==> src/design/sadct_pkg.sv <==
// Shared types, sizes and the cosine basis table for the shape-adaptive DCT.
// No dependencies; imported by every module of the block.
`default_nettype none
package sadct_pkg;

  localparam int ROWS  = 8;
  localparam int COLS  = 8;
  localparam int CELLS = ROWS * COLS;
  localparam int MAXN  = (ROWS > COLS) ? ROWS : COLS;

  localparam int CELL_W = (CELLS > 1) ? $clog2(CELLS) : 1;
  localparam int IDX_W  = (MAXN > 1) ? $clog2(MAXN) : 1;
  localparam int CNT_W  = $clog2(MAXN + 1);
  localparam int TAB_N  = MAXN * MAXN * MAXN;
  localparam int TAB_W  = (TAB_N > 1) ? $clog2(TAB_N) : 1;

  localparam int SMP_W  = 16;
  localparam int COEF_W = 24;
  localparam int BAS_W  = 16;
  localparam int ACC_W  = COEF_W + BAS_W + CNT_W + 1;

  typedef struct packed {
    logic signed [SMP_W-1:0] sample;
    logic                    present;
  } sadct_in_t;

  typedef struct packed {
    logic signed [COEF_W-1:0] coefficient;
    logic                     in_shape;
    logic                     last;
  } sadct_out_t;

  typedef struct packed {
    logic clr;
    logic mul;
    logic acc;
  } mac_ctrl_t;

  typedef logic signed [BAS_W-1:0] basis_tab_t [0:TAB_N-1];

  // unsigned shift-subtract quotient, only used while building the table
  function automatic longint unsigned cdiv(input longint unsigned a,
                                           input longint unsigned b);
    longint unsigned q, r;
    q = 64'd0;
    r = 64'd0;
    for (int i = 63; i >= 0; i--) begin
      r = {r[62:0], a[i]};
      if (r >= b) begin
        r    = r - b;
        q[i] = 1'b1;
      end
    end
    return q;
  endfunction

  // sqrt(2/len)*cos(pi*(2n+1)*k/(2len)) in Q2.14, same integer recipe as the
  // golden table: Q30 Taylor series for cos, integer sqrt for the scale.
  function automatic logic signed [BAS_W-1:0] basis_val(input int len, input int k,
                                                        input int n);
    longint unsigned v, res, bitv, scale, d, dm, m, x, x2, term, prod, mag;
    longint          sum;
    logic            neg;
    v    = cdiv(64'd1 << 61, 64'(len));
    res  = 64'd0;
    bitv = 64'd1 << 62;
    for (int i = 0; i < 32; i++) if (bitv > v) bitv = bitv >> 2;
    for (int i = 0; i < 32; i++) begin
      if (bitv != 64'd0) begin
        if (v >= res + bitv) begin
          v   = v - (res + bitv);
          res = (res >> 1) + bitv;
        end else begin
          res = res >> 1;
        end
        bitv = bitv >> 2;
      end
    end
    scale = res;
    d   = 64'(2 * len);
    dm  = 64'(4 * len);
    m   = 64'((2 * n + 1) * k);
    m   = m - cdiv(m, dm) * dm;
    if (m > d) m = 2 * d - m;
    neg = 1'b0;
    if (2 * m > d) begin
      m   = d - m;
      neg = 1'b1;
    end
    x    = cdiv(64'd3373259426 * m, d);
    x2   = (x * x) >> 30;
    term = 64'd1 << 30;
    sum  = longint'(term);
    for (int i = 1; i <= 10; i++) begin
      term = cdiv((term * x2) >> 30, 64'((2 * i - 1) * (2 * i)));
      if (i[0]) sum = sum - longint'(term);
      else sum = sum + longint'(term);
    end
    if (sum < 0) sum = 0;
    prod = longint'(sum) * scale;
    mag  = (prod + (64'd1 << 45)) >> 46;
    return neg ? -BAS_W'(mag) : BAS_W'(mag);
  endfunction

  // entry ((len-1)*MAXN + k)*MAXN + n
  function automatic basis_tab_t build_basis_tab();
    basis_tab_t t;
    for (int l = 1; l <= MAXN; l++)
      for (int k = 0; k < MAXN; k++)
        for (int n = 0; n < MAXN; n++)
          t[((l - 1) * MAXN + k) * MAXN + n] =
            (k < l && n < l) ? basis_val(l, k, n) : '0;
    return t;
  endfunction

  localparam basis_tab_t BASIS = build_basis_tab();

endpackage
`default_nettype wire

==> src/design/sadct_mac.sv <==
// Shared multiply-accumulate unit with Q.14 -> Q.0 rounding and saturation.
// Depends on sadct_pkg.
`default_nettype none
module sadct_mac import sadct_pkg::*; (
  input  wire logic                     clk,
  input  wire mac_ctrl_t                ctrl,
  input  wire logic signed [COEF_W-1:0] op_a,
  input  wire logic signed [BAS_W-1:0]  op_b,
  output logic signed [COEF_W-1:0]      result
);

  localparam int PROD_W = COEF_W + BAS_W;
  localparam logic signed [ACC_W-1:0] SAT_MAX = ACC_W'((64'sd1 <<< (COEF_W - 1)) - 1);
  localparam logic signed [ACC_W-1:0] SAT_MIN = -ACC_W'(64'sd1 <<< (COEF_W - 1));

  logic signed [PROD_W-1:0] prod_r;
  logic signed [ACC_W-1:0]  acc_r;
  logic signed [ACC_W-1:0]  rnd;
  logic signed [ACC_W-1:0]  shf;

  always_ff @(posedge clk) begin
    if (ctrl.mul) prod_r <= op_a * op_b;
    if (ctrl.clr) acc_r <= '0;
    else if (ctrl.acc) acc_r <= acc_r + ACC_W'(prod_r);
  end

  // floor shift after adding half: ties go toward plus infinity
  always_comb begin
    rnd = acc_r + ACC_W'(1 << 13);
    shf = rnd >>> 14;
    if (shf > SAT_MAX) result = COEF_W'(SAT_MAX);
    else if (shf < SAT_MIN) result = COEF_W'(SAT_MIN);
    else result = COEF_W'(shf);
  end

endmodule
`default_nettype wire

==> config.mk <==
export PLATFORM = sky130hd
export DESIGN_NAME = sadct_mac
export DESIGN_NICKNAME = d
export VERILOG_FILES = /design/src/design/sadct_pkg.sv /design/src/design/sadct_mac.sv
export SDC_FILE = /design/constraint.sdc
export NUM_CORES = 1
export LEC_CHECK = 0
export BUFFER_PORTS_ARGS = -buffer_cell sky130_fd_sc_hd__buf_4
export CORE_UTILIZATION = 40
export DETAILED_ROUTE_END_ITERATION = 10
export GPL_ROUTABILITY_DRIVEN = 0
export GPL_TIMING_DRIVEN = 1
export REMOVE_ABC_BUFFERS = 1
export SLEW_MARGIN = 0
export SYNTH_ARGS = -nofsm -noshare
export SYNTH_HDL_FRONTEND = slang
export SYNTH_SLANG_ARGS = --single-unit
==> constraint.sdc <==
create_clock -name clk -period 6.9 [get_ports clk]
set_clock_uncertainty 0.05 [all_clocks]
set_input_delay 0.69 -clock clk [delete_from_list [all_inputs] [get_ports clk]]
set_output_delay 0.69 -clock clk [all_outputs]
set_load 0.005 [all_outputs]
==> impl_metrics.env <==
export IMPL_dr_pass1_iters=5
export IMPL_layout_common_cells="inv_1, fa_1, nand2_1"
export IMPL_start_util=0.4067
export IMPL_min_period_ps=6498
export IMPL_tns_ps=0
export IMPL_synth_edff_count=40
export IMPL_antennaDiodeCount=0
export IMPL_clkSinkCount=85
export IMPL_cp_top_family="adder cells"
export IMPL_drive_above_1_share=0.05160
export IMPL_hold_buffers=0
export IMPL_end_kind="flip-flop"
export IMPL_grt_usage=0.1996
export IMPL_path_buf_inv=5
export IMPL_final_cells=2970
export IMPL_cp_arrival_ps=6540
export IMPL_worst_pin_slew_ps=751.5
export IMPL_netlist_area_um2=19990
export IMPL_grt_pass1_vias=15823
export IMPL_crit_required_ps=6940
export IMPL_io_buffers=67
export IMPL_crit_top_cell="fa_1"
export IMPL_grt_start_max_net_pins=48
export IMPL_cts_setup_buffers=0
export IMPL_detail_route_wl_per_cell_um=16.29
export IMPL_routed_via_density=5.102
export IMPL_slew_headroom=0.4937
export IMPL_cts_max_level=3
export IMPL_grt_pass1_wl_mm=81.47
export IMPL_core_rowCount=81
export IMPL_cts_root_buf="clkbuf_16"
export IMPL_crit_chain="buf_4, clkinv_1, buf_4, nor2_1, fa_1, fa_1, fa_1, fa_1, fa_1, inv_1, fa_1, inv_1, ha_1, nand2_1, o21ai_0, a221oi_1, o31a_1, o211a_1, o31ai_1, a21boi_0, xnor2_1"
export IMPL_critPathLaunchType="input pin"
export IMPL_synthArstFlopShare=0
export IMPL_setup_violations=0
export IMPL_nets=2863
export IMPL_hold_viol=0
export IMPL_die_w_um=225.6
export IMPL_ant_nets=0
export IMPL_insertion_delay_ps=340
export IMPL_ys_seq_elements=85
export IMPL_path_max_fanout=11
export IMPL_post_cts_resized=0
export IMPL_fmax_ghz=0.1539
export IMPL_pin_count=68
export IMPL_placed_cells=2954
export IMPL_slew_violations=0
export IMPL_drt_iter0_markers=988
export IMPL_synthDistinctLibCells=75
export IMPL_final_common_cell="inv_1"
export IMPL_grt_overflow=0
export IMPL_yosys_area_top_type="fa_1"
export IMPL_ys_seq_area_frac=0.1051
export IMPL_clk_pin_slew_worst_paths_ps=60
export IMPL_routed_wl_mm=48.38
export IMPL_syn2layout_area_growth_pct=7.059
export IMPL_path_class="input pin to flip-flop"
export IMPL_cts_tree="yes"
export IMPL_hold_class="flip-flop to flip-flop"
export IMPL_clockBufferDepth=2
export IMPL_syn_avg_cell_area_um2=8.719
export IMPL_post_synth_inst_count=2293
export IMPL_status="complete, no violations"
export IMPL_synth_top_area_frac=0.3755
export IMPL_coreArea_um2=49150
export IMPL_place_hpwl_mm=40.00
export IMPL_yosys_top_cells_area="fa_1, ha_1, inv_1"
export IMPL_synth_warning_count=0
export IMPL_vias=15153
export IMPL_dieArea_um2=50880
export IMPL_cp_slowest_stage_delay_ps=570
export IMPL_post_route_period_util=0.9417
export IMPL_drc_errors=0
export IMPL_numCtsBuffers=9
export IMPL_die_h_um=225.6
export IMPL_rsz0062_at_grt="no"
export IMPL_crit_slowest_cell="fa_1"
export IMPL_drv_cap=0
export IMPL_ys_flop_type="dfxtp_1"
export IMPL_antenna_found_initial=0
==> layout make-up <==
cell class	count	area, µm²
multi-input cells	1659	15800
clock buffers	10	229.0
repair buffers	82	615.6
inverters	464	1742
fillers	4912	27750
well taps	664	830.8
clock inverters	6	87.58
flip-flops and latches	85	2102
==> worst reg2reg max path, stage by stage (launching register included) <==
cell and delay, ps:
dfxtp_1 330, ha_1 190, inv_1 60, fa_1 390, nand2b_1 180, a211o_1 310
a211o_1 360, o21a_1 290, a2111oi_2 610, o211ai_1 220, a21o_1 190, a32o_1 250
==> state kept, by name (all words and copies together), names as in the netlist <==
signal	flops
prod_r	40
acc_r	45
==> metal layers <==
metal / track usage / routed length (µm)
met1: 0.2929 / 23810
met2: 0.3196 / 21740
met5: 0 / 0
met4: 0.04104 / 563
met3: 0.01851 / 2269
==> path summary, 6_finish.rpt <==
check,from,end,slack [ps],depth (start not counted)
worst max register to register,acc_r[0]$_SDFFE_PP0P_,acc_r[40]$_SDFFE_PP0P_,3370,11
worst min-delay path,acc_r[3]$_SDFFE_PP0P_,acc_r[3]$_SDFFE_PP0P_,450,2
worst min register to register,acc_r[3]$_SDFFE_PP0P_,acc_r[3]$_SDFFE_PP0P_,450,2
worst max-delay path,op_b[15],prod_r[37]$_DFFE_PP_,400,21
==> synth_stat cells, drive strengths merged, types with 21 or more instances <==
master,n
a21oi,96
a21o,30
and3,22
edfxtp,40
nor3,21
clkbuf,80
nor2,104
nand2,301
xnor2,64
fa,375
o21ai,65
and2,152
nand3,40
dfxtp,45
inv,463
xor2,29
ha,143
==> kinds of logic (layout without fill, tap and decap cells) <==
group / count (synthesis) / in the layout / synth area share
buffers and inverters: 549 / 562 / 0.1047
adder cells (fa/ha/maj): 518 / 518 / 0.4650
flip-flops: 85 / 85 / 0.1051
AND/OR/NAND/NOR: 717 / 717 / 0.1735
XOR/XNOR: 93 / 93 / 0.04074
multiplexers: 15 / 15 / 0.007510
AO/OA/AOI/OAI: 316 / 316 / 0.1034
==> through the flow <==
step                        util  hold slack, ps  setup WS, ps  area (µm²)
final                     0.4355           445.3         402.4       21400
after global routing      0.4355           488.6         40.72       21400
after CTS                 0.4355           452.7         440.4       21400
after detailed placement  0.4290           437.7         87.48       21090
after global placement    0.4290           425.0         133.5       21090
after floorplan                -           412.5         506.6       19640
Power is left out: the tool's default activity adds up to more than one toggle a clock period on the data nets, which glitch-free logic cannot reach.
